[src/rtl/conv3x3_kernel_bank_filter_top_assert.svh]
// Assertion macros for the 3x3 kernel bank filter top level.
// Each macro expects signals named clk and arst_n in the including scope.
`ifndef CONV3X3_KERNEL_BANK_FILTER_TOP_ASSERT_SVH
`define CONV3X3_KERNEL_BANK_FILTER_TOP_ASSERT_SVH

// The consequent must hold in the same cycle as the antecedent.
`define C3KBF_ASSERT_SAME(label, ante, cons, msg) \
	label: assert property (@(posedge clk) disable iff (!arst_n) (ante) |-> (cons)) \
		else $error(msg);

// The consequent must hold in the cycle after the antecedent.
`define C3KBF_ASSERT_NEXT(label, ante, cons, msg) \
	label: assert property (@(posedge clk) disable iff (!arst_n) (ante) |=> (cons)) \
		else $error(msg);

`endif

[src/rtl/c3kbf_pkg.sv]
// Shared types and constants of the 3x3 kernel bank filter.
// Used by every module of the block except the generic RAM.
package c3kbf_pkg;

	localparam int PIXEL_W     = 8;
	localparam int VALUE_W     = 13;
	localparam int IN_TDATA_W  = 8;
	localparam int OUT_TDATA_W = 16;
	localparam int CFG_ADDR_W  = 2;
	localparam int CFG_DATA_W  = 9;
	localparam int FSIZE_W     = 9;
	localparam int KSEL_W      = 3;
	localparam int TAPS        = 9;
	localparam int TAP_IDX_W   = 4;

	// Division by 9 of a sum in 0..4080 as a multiply by ceil(2^16 / 9) and a shift.
	localparam int              MAG_W        = 12;
	localparam int              RECIP9_W     = 13;
	localparam int              QUO_W        = MAG_W + RECIP9_W;
	localparam int              RECIP9_SHIFT = 16;
	localparam logic [RECIP9_W-1:0] RECIP9   = 13'd7282;

	// Output queue; the depth must be a power of two.
	localparam int OUT_DEPTH = 8;
	localparam int OUT_PTR_W = $clog2(OUT_DEPTH);
	localparam int OUT_CNT_W = $clog2(OUT_DEPTH + 1);
	localparam int OUT_W     = VALUE_W + 1;

	typedef enum logic [CFG_ADDR_W-1:0] {
		REG_KERNEL_SELECT = 2'd0,
		REG_SCALED_MODE   = 2'd1,
		REG_FRAME_SIZE    = 2'd2
	} c3kbf_reg_t;

	localparam logic [KSEL_W-1:0]  KSEL_RESET  = 3'd1;
	localparam logic [FSIZE_W-1:0] FSIZE_RESET = 9'd256;

	typedef logic signed [4:0] c3kbf_coef_t;

	// Per-position control that travels with an item through the pipeline.
	typedef struct packed {
		logic emit;
		logic last;
		logic mask_top;
		logic mask_left;
		logic mask_right;
	} c3kbf_meta_t;

	// Kernel weights, row by row; code 7 is the all-zero kernel.
	localparam c3kbf_coef_t KERNEL_TAB [0:7][0:8] = '{
		'{-5'sd1, 5'sd0, 5'sd1, -5'sd1, 5'sd0, 5'sd1, -5'sd1, 5'sd0, 5'sd1},
		'{5'sd1, 5'sd1, 5'sd1, 5'sd1, 5'sd1, 5'sd1, 5'sd1, 5'sd1, 5'sd1},
		'{5'sd1, 5'sd2, 5'sd1, 5'sd0, 5'sd0, 5'sd0, -5'sd1, -5'sd2, -5'sd1},
		'{-5'sd1, 5'sd0, 5'sd1, -5'sd2, 5'sd0, 5'sd2, -5'sd1, 5'sd0, 5'sd1},
		'{-5'sd1, -5'sd1, -5'sd1, -5'sd1, 5'sd9, -5'sd1, -5'sd1, -5'sd1, -5'sd1},
		'{-5'sd1, -5'sd1, 5'sd0, -5'sd1, 5'sd0, 5'sd1, 5'sd0, 5'sd1, 5'sd1},
		'{5'sd1, 5'sd2, 5'sd1, 5'sd2, 5'sd4, 5'sd2, 5'sd1, 5'sd2, 5'sd1},
		'{5'sd0, 5'sd0, 5'sd0, 5'sd0, 5'sd0, 5'sd0, 5'sd0, 5'sd0, 5'sd0}
	};

	function automatic c3kbf_coef_t kernel_weight(input logic [KSEL_W-1:0] ksel,
			input logic [TAP_IDX_W-1:0] idx);
		return KERNEL_TAB[ksel][idx];
	endfunction

endpackage

[src/rtl/c3kbf_arith.sv]
// Kernel arithmetic: masked weighted taps, sum, and the optional divide by 9
// with clamp, over three register stages. Depends on c3kbf_pkg.
module c3kbf_arith import c3kbf_pkg::*; (
	input  logic                     clk,
	input  logic                     arst_n,
	input  logic                     in_valid,
	input  c3kbf_meta_t              in_meta,
	input  logic [8:0][PIXEL_W-1:0]  window,
	input  logic [KSEL_W-1:0]        kernel_select,
	input  logic                     scaled_mode,
	output logic                     out_valid,
	output logic signed [VALUE_W-1:0] out_value,
	output logic                     out_last
);

	logic signed [VALUE_W-1:0] prod [TAPS];
	logic signed [VALUE_W-1:0] prod_s3 [TAPS];
	logic                      v_s3, last_s3;
	logic signed [VALUE_W:0]   acc;
	logic signed [VALUE_W-1:0] sum_s4;
	logic                      v_s4, last_s4;
	logic [QUO_W-1:0]          quo_s5;
	logic signed [VALUE_W-1:0] raw_s5;
	logic                      v_s5, last_s5, neg_s5, scaled_s5;

	for (genvar i = 0; i < TAPS; i++) begin : g_tap
		localparam int R = i / 3;
		localparam int C = i % 3;
		logic                      kill;
		logic [PIXEL_W-1:0]        tap;
		logic signed [VALUE_W-1:0] coef;
		assign kill = ((R == 0) && in_meta.mask_top) || ((C == 0) && in_meta.mask_left)
			|| ((C == 2) && in_meta.mask_right);
		assign tap  = kill ? '0 : window[i];
		assign coef = VALUE_W'(kernel_weight(kernel_select, TAP_IDX_W'(i)));
		assign prod[i] = $signed({{(VALUE_W - PIXEL_W){1'b0}}, tap}) * coef;
	end

	always_comb begin
		acc = '0;
		for (int i = 0; i < TAPS; i++) begin
			acc = acc + (VALUE_W + 1)'(prod_s3[i]);
		end
	end

	always_ff @(posedge clk or negedge arst_n) begin
		if (!arst_n) begin
			v_s3 <= 1'b0;
			v_s4 <= 1'b0;
			v_s5 <= 1'b0;
		end else begin
			v_s3 <= in_valid;
			v_s4 <= v_s3;
			v_s5 <= v_s4;
		end
	end

	always_ff @(posedge clk) begin
		prod_s3   <= prod;
		last_s3   <= in_meta.last;
		sum_s4    <= VALUE_W'(acc);
		last_s4   <= last_s3;
		quo_s5    <= QUO_W'(sum_s4[MAG_W-1:0]) * QUO_W'(RECIP9);
		raw_s5    <= sum_s4;
		neg_s5    <= sum_s4[VALUE_W-1];
		scaled_s5 <= scaled_mode;
		last_s5   <= last_s4;
	end

	// Any negative sum divided by 9 truncates to zero or below and clamps to zero.
	always_comb begin
		if (!scaled_s5) begin
			out_value = raw_s5;
		end else if (neg_s5) begin
			out_value = '0;
		end else begin
			out_value = VALUE_W'(quo_s5[QUO_W-1:RECIP9_SHIFT]);
		end
	end

	assign out_valid = v_s5;
	assign out_last  = last_s5;

endmodule

[config.mk]
export PLATFORM = sky130hd
export DESIGN_NAME = c3kbf_arith
export DESIGN_NICKNAME = d
export VERILOG_FILES = /design/src/rtl/conv3x3_kernel_bank_filter_top_assert.svh /design/src/rtl/c3kbf_pkg.sv /design/src/rtl/c3kbf_arith.sv
export SDC_FILE = /design/constraint.sdc
export NUM_CORES = 1
export LEC_CHECK = 0
export ABC_AREA = 1
export BUFFER_PORTS_ARGS = -buffer_cell sky130_fd_sc_hd__buf_2
export CAP_MARGIN = 10
export CORE_MARGIN = 1
export CORE_UTILIZATION = 64
export CTS_CLUSTER_SIZE = 10
export DETAILED_ROUTE_END_ITERATION = 7
export HOLD_SLACK_MARGIN = 0.12
export PLACE_DENSITY_LB_ADDON = 0.2
export RECOVER_POWER = 100
export SLEW_MARGIN = 20
export SYNTH_ARGS = -nofsm -noshare
export SYNTH_HDL_FRONTEND = slang
export SYNTH_SLANG_ARGS = --single-unit
[constraint.sdc]
create_clock -name clk -period 5.45 [get_ports clk]
set_clock_uncertainty 0.05 [all_clocks]
set_input_delay 1.3625 -clock clk [delete_from_list [all_inputs] [get_ports clk]]
set_output_delay 1.3625 -clock clk [all_outputs]
set_load 0.01 [all_outputs]
Word level (Yosys, flattened, before mapping)
Memories as Yosys holds them, arrays and structs flattened. Index checks and enable logic that the tools add are counted.

Add/sub/neg operators: 8. $mul: 10. Magnitude comparators: 1. Muxes and demuxes: 11. Bitwise logic cells: 1. Reductions and logical operators: 2.

Operators by type and width (number): $mul 9x5->13 (9); $add 13x13->13 (8); $mux 45 (2); $mux 8 (7); $mul 12x12->24 const B (1); $mux 13 (1); $mux 9 (1); $ge 4x4->1 const B (1); $not 3->4 (1); $logic_or 1x1->1 (2).

Register bits after elaboration: 175. Memory bits (read-only): 360. Bits of input ports: 84. Output and inout port bits: 15. Logic and storage cells: 54. Memories: 1.

Memories: (name not given) (depth 8, width 45, read ports 1, clocked after memory_dff 0, wr ports 0, RTL line c3kbf_pkg.sv:63) `return KERNEL_TAB[ksel][idx];`.

Depth between registers and ports, before layout
Gate-level depths: netlist of run 1.

Depth in word-level cells: 8. Depth in mapped cells: 24. Depth with buffers taken out: 22.

Worst setup path after synthesis of run 1
Ideal clock, no wire load.

Path type: input-to-reg. Start point: input port kernel_select[1]. End point: register prod_s3[114] (netlist name). Data arrival time: 5.034 ns. Data required time: 5.288 ns. Path slack: 0.254 ns. Stages on the path: 20. Path buffers: 3. Path through: buf_4 inv_1 ha_1 nand2_4 nand2_4 buf_6 buf_2 nor2_1 fa_1 fa_1 inv_1 fa_1 inv_1 ha_1 nand2_1 o21ai_0 a21o_1 nand3_1 nand3_1 nand2_1.

RTL lines: start: declaration (RTL line c3kbf_arith.sv:9) `input logic [KSEL_W-1:0] kernel_select,`; end signal: assignment (RTL line c3kbf_arith.sv:59) `prod_s3 <= prod;`; end: declaration (RTL line c3kbf_arith.sv:17) `logic signed [VALUE_W-1:0] prod_s3 [TAPS];`.

==> impl_table.tex, run 1 <==
\begin{tabular}{lr}
\hline
Metric & Value \\
\hline
\multicolumn{2}{l}{\textbf{Layout}} \\
Fill cells & 2348 \\
Area taken by multi-input logic gates & 13800 sq um \\
Most common cell after layout, fill and taps aside & sky130\_fd\_sc\_hd\_\_inv\_1 \\
Nets & 3081 \\
Ratio of cells with drive above 1 in the final layout & 7.25\% \\
Sequential Area & 3200 sq um \\
Number of antenna cells inserted & 0 \\
Area Growth Syn to Fin & 9.19\% \\
Leading cell types in the layout, fill and taps excluded & sky130\_fd\_sc\_hd\_\_inv\_1, sky130\_fd\_sc\_hd\_\_ha\_1, sky130\_fd\_sc\_hd\_\_fa\_1, sky130\_fd\_sc\_hd\_\_nand2\_1, sky130\_fd\_sc\_hd\_\_nor2\_1 \\
Number of standard cells in the final layout excluding fillers & 2830 \\
\multicolumn{2}{l}{\textbf{Floorplan}} \\
Vertical die dimension & 176 um \\
Core Area & 29700 sq um \\
Floorplan die area & 31000 sq um \\
Initial core utilization & 65.3\% \\
Placement row count & 63 \\
I/O Pins & 99 \\
Die X-Extent & 176 um \\
\multicolumn{2}{l}{\textbf{STA}} \\
Achievable clock frequency & 192 MHz \\
Final number of hold-violating endpoints & 0 \\
Tcrit/Tclk final & 95.5\% \\
Number of setup violations in the final report & 0 \\
Worst slew slack as a fraction of its limit & 56.6\% \\
Worst Max-Slew Pin Slew & 0.646 ns \\
Max-slew violation count & 0 \\
Minimum clock period after layout & 5.21 ns \\
Setup repair after global routing missed its margin & false \\
\multicolumn{2}{l}{\textbf{CTS}} \\
Cts repair resizes & 0 \\
Number of H-tree levels & 4 \\
Clock Pin Slew Worst Setup and Hold Paths & 0.06 ns \\
Clock latency on the worst-skew pair & 0.44 ns \\
CTS root buffer & sky130\_fd\_sc\_hd\_\_clkbuf\_16 \\
Clock tree from TritonCTS & built \\
Count of hold-fix buffers inserted at cts & 0 \\
Number of buffers between clock root and the deepest sink & 2 \\
Total CTS buffers & 17 \\
\# Post-CTS Setup Buffers & 0 \\
Clock sinks & 159 \\
\multicolumn{2}{l}{\textbf{Global routing}} \\
First-pass GRT wire length & 71.5 mm \\
Number of global-route vias before repair & 15209 \\
Total Routing Usage GR & 29.4\% \\
Pin count of the biggest net entering global routing & 25 \\
Antenna violations before repair & 0 \\
Grt total ovfl & 0 \\
\multicolumn{2}{l}{\textbf{Drt}} \\
Count of vias placed by the detailed router & 14835 \\
Vias per inst & 5.24 \\
Detail-routed net length per standard cell & 15.1 um \\
Antenna viol nets, final & 0 \\
Final Routed Wirelength & 42.7 mm \\
DRT iter0 DRCs & 702 \\
Total iterations of the first detailed-routing run & 5 \\
DRC violations left & 0 \\
\multicolumn{2}{l}{\textbf{Run}} \\
Max\_cap viols & 0 \\
\multicolumn{2}{l}{\textbf{Logic synthesis}} \\
Number of register bits inferred by synthesis & 159 \\
Syn\_area\_per\_cell & 8.49 sq um \\
Netlist Area Pre-Place & 19400 sq um \\
Post-synth net total & 2939 \\
EDFF count, synth & 0 \\
Count of distinct cell types in the synthesized netlist & 41 \\
Primary FF master, synth & sky130\_fd\_sc\_hd\_\_dfxtp\_1 \\
Seq/Total Area, Yosys & 16.5\% \\
Yosys warning total & 0 \\
Proportion of synthesized flip-flops having asynchronous set or reset & 1.89\% \\
Number of cells produced by synthesis & 2285 \\
\multicolumn{2}{l}{\textbf{Critical path}} \\
Worst path depth & 15 \\
Cell Chain, Critical Path & clkbuf\_1 -> nand2\_1 -> o21ai\_0 -> clkbuf\_1 -> or2\_2 -> fa\_1 -> fa\_1 -> fa\_1 -> inv\_1 -> ha\_1 -> a21oi\_1 -> o21ai\_0 -> a21oi\_1 -> clkbuf\_4 -> xor2\_1 \\
Most Frequent Cell on Critical Path & sky130\_fd\_sc\_hd\_\_fa\_1 \\
Largest incremental delay on the critical path & 0.53 ns \\
Category of the worst setup path capture point & flip-flop \\
Critical Path Start Type & primary input \\
CP max FO & 10 \\
Worst setup path class & primary input to flip-flop \\
Required @ worst endpoint & 5.76 ns \\
Crit path buf inv count & 4 \\
Crit-path slowest cell & sky130\_fd\_sc\_hd\_\_fa\_1 \\
Reg2Reg Depth & 17 \\
Arrival time at the worst endpoint & 5.51 ns \\
Gate family responsible for the most delay along the worst path & adder cells \\
\multicolumn{2}{l}{\textbf{Place}} \\
Post-detailed-placement half-perimeter wirelength & 37.1 mm \\
Routability-driven placement congestion ratio & 0.975 \\
Number of placed instances with taps included & 2798 \\
I/O Buffers & 97 \\
\multicolumn{2}{l}{\textbf{Run status}} \\
Status & completed \\
\multicolumn{2}{l}{\textbf{Min path}} \\
Kind of path behind the tightest hold check & flip-flop to flip-flop \\
Cell depth of the worst hold path & 0 \\
\hline
\end{tabular}
## metal layers
metal  global-route usage, %  wire length [um]
met5                       0                 0
met2                    51.0             20900
met3                    4.54              2020
met1                    37.1             18300
met4                    10.5              1360
## final timing paths
kind                              startpoint                   to  slack (ns)
hold reg to reg              last_s3$_DFF_P_      last_s4$_DFF_P_        0.28
setup reg to reg           sum_s4[7]$_DFF_P_   quo_s5[23]$_DFF_P_        0.87
setup / recovery            kernel_select[2]  prod_s3[47]$_DFF_P_        0.24
min in group asynchronous             arst_n  out_valid$_DFF_PN0_        0.67
max in group asynchronous             arst_n       v_s4$_DFF_PN0_        4.53
hold / removal               last_s3$_DFF_P_      last_s4$_DFF_P_        0.28
## cells in the mapped netlist (all sizes together), types with 23 or more instances
library cell | count | share of area (%)
fa | 261 | 27
a21oi | 124 | 3.2
xnor2 | 29 | 1.3
nand3 | 64 | 1.7
nor2 | 237 | 4.7
a21o | 23 | 0.89
nand2 | 247 | 4.9
nor3 | 24 | 0.62
dfxtp | 156 | 16
o21ai | 57 | 1.5
xor2 | 78 | 3.6
ha | 309 | 20
inv | 590 | 11
## cell type report
class                           instances  share of cell area [%]
Clock inverter                         12                   0.691
Clock buffer                           20                    2.16
Sequential cell                       159                    15.1
Multi-Input combinational cell       1506                    65.2
Inverter                              593                    10.5
Tap cell                              390                    2.30
Timing Repair Buffer                  150                    4.02
## through the flow
| stage | hold WS, ns | TNS [ns] | util, % | setup WS [ns] | instance area [sq um] |
|---|---|---|---|---|---|
| final | 0.278 | 0 | 71.3 | 0.244 | 21200 |
| after global routing | 0.288 | 0 | 71.3 | 0.0575 | 21200 |
| after CTS | 0.278 | 0 | 71.5 | 0.399 | 21200 |
| after detailed placement | 0.263 | -0.0203 | 69.4 | -0.0203 | 20600 |
| after global placement | 0.267 | 0 | 69.4 | 0.0406 | 20600 |
| after floorplan | 0.260 | 0 | - | 0.254 | 19400 |
## cell families (layout without fill, tap and decap cells)
logic type      count (synthesis)  in the layout  synth area share [%]
simple gates                  595            595                  12.6
compound gates                234            234                  6.78
flops                         159            159                  16.5
buf+inv                       620            775                  12.3
fa+ha+maj                     570            570                  46.9
xor+xnor                      107            107                  4.91
## flip-flops by register name, summed over array words and instances (netlist names)
signal	cells
scaled_s5	1
v_s4	1
quo_s5	9
out_valid	1
out_last	1
last_s4	1
prod_s3	117
last_s3	1
sum_s4	13
raw_s5	12
v_s3	1
neg_s5	1
Power of run 1 is left out: the tool's default activity adds up to more than one toggle a clock period on the data nets, which glitch-free logic cannot reach.
==> inputs of run 2 (changes only) <==
Settings changed: CTS_BUF_LIST set to sky130_fd_sc_hd__clkbuf_8 sky130_fd_sc_hd__clkbuf_16.
==> run 2 against run 1 <==
Design area unchanged; routed wire length about the same; core utilization is the same; fmax is essentially flat; cell count is the same.
==> impl_table.tex, run 2 (synthesis results as in run 1) <==
\begin{tabular}{lr}
\hline
Metric & Value \\
\hline
\multicolumn{2}{l}{\textbf{Place}} \\
I/O Buffers & 97 \\
Routability-driven placement congestion ratio & 0.975 \\
Worst setup timing slack at the placement stage & -0.0203 ns \\
Post-detailed-placement half-perimeter wirelength & 37.1 mm \\
\multicolumn{2}{l}{\textbf{CTS}} \\
Clock sinks & 159 \\
\# Post-CTS Setup Buffers & 0 \\
Clock Pin Slew Worst Setup and Hold Paths & 0.06 ns \\
Count of hold-fix buffers inserted at cts & 0 \\
Clock latency on the worst-skew pair & 0.44 ns \\
Number of H-tree levels & 4 \\
Clock tree from TritonCTS & built \\
Cts repair resizes & 0 \\
CTS root buffer & sky130\_fd\_sc\_hd\_\_clkbuf\_16 \\
Number of buffers between clock root and the deepest sink & 2 \\
Total CTS buffers & 17 \\
\multicolumn{2}{l}{\textbf{Layout}} \\
Leading registers by flop count & prod\_s3: 117 flops, sum\_s4: 13 flops, raw\_s5: 12 flops \\
Leading cell types in the layout, fill and taps excluded & sky130\_fd\_sc\_hd\_\_inv\_1, sky130\_fd\_sc\_hd\_\_ha\_1, sky130\_fd\_sc\_hd\_\_fa\_1, sky130\_fd\_sc\_hd\_\_nand2\_1, sky130\_fd\_sc\_hd\_\_nor2\_1 \\
Largest Register & prod\_s3 \\
Nets & 3081 \\
Number of flip-flops in the largest register & 117 \\
Most common cell after layout, fill and taps aside & sky130\_fd\_sc\_hd\_\_inv\_1 \\
Number of antenna cells inserted & 0 \\
Area Growth Syn to Fin & 9.19\% \\
Ratio of cells with drive above 1 in the final layout & 7.25\% \\
\multicolumn{2}{l}{\textbf{Global routing}} \\
First-pass GRT wire length & 71.5 mm \\
Pin count of the biggest net entering global routing & 25 \\
Antenna violations before repair & 0 \\
Number of global-route vias before repair & 15209 \\
Grt total ovfl & 0 \\
Total Routing Usage GR & 29.4\% \\
\multicolumn{2}{l}{\textbf{Drt}} \\
DRC violations left & 0 \\
Final Routed Wirelength & 42.6 mm \\
Total iterations of the first detailed-routing run & 5 \\
Vias per inst & 5.24 \\
DRT iter0 DRCs & 702 \\
Detail-routed net length per standard cell & 15.1 um \\
Antenna viol nets, final & 0 \\
Count of vias placed by the detailed router & 14824 \\
\multicolumn{2}{l}{\textbf{STA}} \\
Worst Max-Slew Pin Slew & 0.646 ns \\
Final number of hold-violating endpoints & 0 \\
Tcrit/Tclk final & 95.6\% \\
Number of setup violations in the final report & 0 \\
Achievable clock frequency & 192 MHz \\
Worst slew slack as a fraction of its limit & 56.6\% \\
Max-slew violation count & 0 \\
Setup repair after global routing missed its margin & false \\
Final setup slack of the worst path & 0.243 ns \\
Minimum clock period after layout & 5.21 ns \\
\multicolumn{2}{l}{\textbf{Floorplan}} \\
Initial core utilization & 65.3\% \\
I/O Pins & 99 \\
Core Area & 29700 sq um \\
Placement row count & 63 \\
Vertical die dimension & 176 um \\
Die X-Extent & 176 um \\
Floorplan die area & 31000 sq um \\
\multicolumn{2}{l}{\textbf{Critical path}} \\
Most Frequent Cell on Critical Path & sky130\_fd\_sc\_hd\_\_fa\_1 \\
Required @ worst endpoint & 5.76 ns \\
Critical Path Start Type & primary input \\
End of the worst register-to-register path & quo\_s5[23]\$\_DFF\_P\_ \\
Crit-path slowest cell & sky130\_fd\_sc\_hd\_\_fa\_1 \\
R2r setup slk & 0.87 ns \\
Crit Reg-Reg Startpoint & sum\_s4[7]\$\_DFF\_P\_ \\
Worst setup path class & primary input to flip-flop \\
Largest incremental delay on the critical path & 0.53 ns \\
CP max FO & 10 \\
Arrival time at the worst endpoint & 5.51 ns \\
Category of the worst setup path capture point & flip-flop \\
Cell Chain, Critical Path & clkbuf\_1 -> nand2\_1 -> o21ai\_0 -> clkbuf\_1 -> or2\_2 -> fa\_1 -> fa\_1 -> fa\_1 -> inv\_1 -> ha\_1 -> a21oi\_1 -> o21ai\_0 -> a21oi\_1 -> clkbuf\_4 -> xor2\_1 \\
Capture point of the worst path & prod\_s3[47]\$\_DFF\_P\_ \\
Setup crit start & kernel\_select[2] \\
Reg2Reg Depth & 17 \\
\multicolumn{2}{l}{\textbf{Min path}} \\
Kind of path behind the tightest hold check & flip-flop to flip-flop \\
\multicolumn{2}{l}{\textbf{Run}} \\
Max\_cap viols & 0 \\
\multicolumn{2}{l}{\textbf{Run status}} \\
Status & completed \\
\hline
\end{tabular}
[run 2: cell types whose count changed in the layout (fill, tap and decap cells not counted)]
cell / before / now
sky130_fd_sc_hd__inv_1: 586 / 587
sky130_fd_sc_hd__clkbuf_1: 27 / 26
[run 2: worst min path at each step]
stage | start | endpoint | slack (ns) | depth (start not counted)
finish | last_s3$_DFF_P_ | last_s4$_DFF_P_ | 0.28 | 0
global route | last_s3$_DFF_P_ | last_s4$_DFF_P_ | 0.29 | 0
CTS | last_s3$_DFF_P_ | last_s4$_DFF_P_ | 0.28 | 0
detailed placement | last_s3$_DFF_P_ | last_s4$_DFF_P_ | 0.26 | 0
global placement | last_s4$_DFF_P_ | out_last$_DFF_P_ | 0.27 | 0
floorplan | last_s3$_DFF_P_ | last_s4$_DFF_P_ | 0.26 | 0
[run 2: area by class of cell]
class	count	area [sq um]
clock buffers	19	453
clock inverters	13	150
repair buffers	150	851
fillers	2348	8540
inverters	593	2230
multi-input cells	1506	13800
well taps	390	488
flip-flops and latches	159	3200
[run 2: critical path, delay by kind of cell]
kind,cells,cell delay (ns)
AOI/OAI and AO/OA,4,0.75
xor gates and xnor gates,1,0.14
adders and majority gates,4,1.66
buffers and inverters,4,1.07
and+or+nand+nor,2,0.52
[run 2: through the flow]
| step | utilization (%) | setup TNS, ns | hold slack [ns] | instances | area, sq um |
|---|---|---|---|---|---|
| global placement | 69.4 | 0 | 0.267 | 2798 | 20600 |
| CTS | 71.5 | 0 | 0.278 | 2830 | 21200 |
| detailed placement | 69.4 | -0.0203 | 0.263 | 2798 | 20600 |
| finish | 71.3 | 0 | 0.278 | 2830 | 21200 |
| global route | 71.3 | 0 | 0.288 | 2830 | 21200 |
| floorplan | - | 0 | 0.260 | 2285 | 19400 |
[run 2: metal layers]
metal	track usage (%)	vias to the layer above	part of all wire (%)
li1	-	7279	-
met1	37.1	7143	43
met2	51.0	323	49
met3	4.54	79	4.8
met4	10.5	0	3.2
met5	0	-	0
Power of run 2 is left out for the same reason.
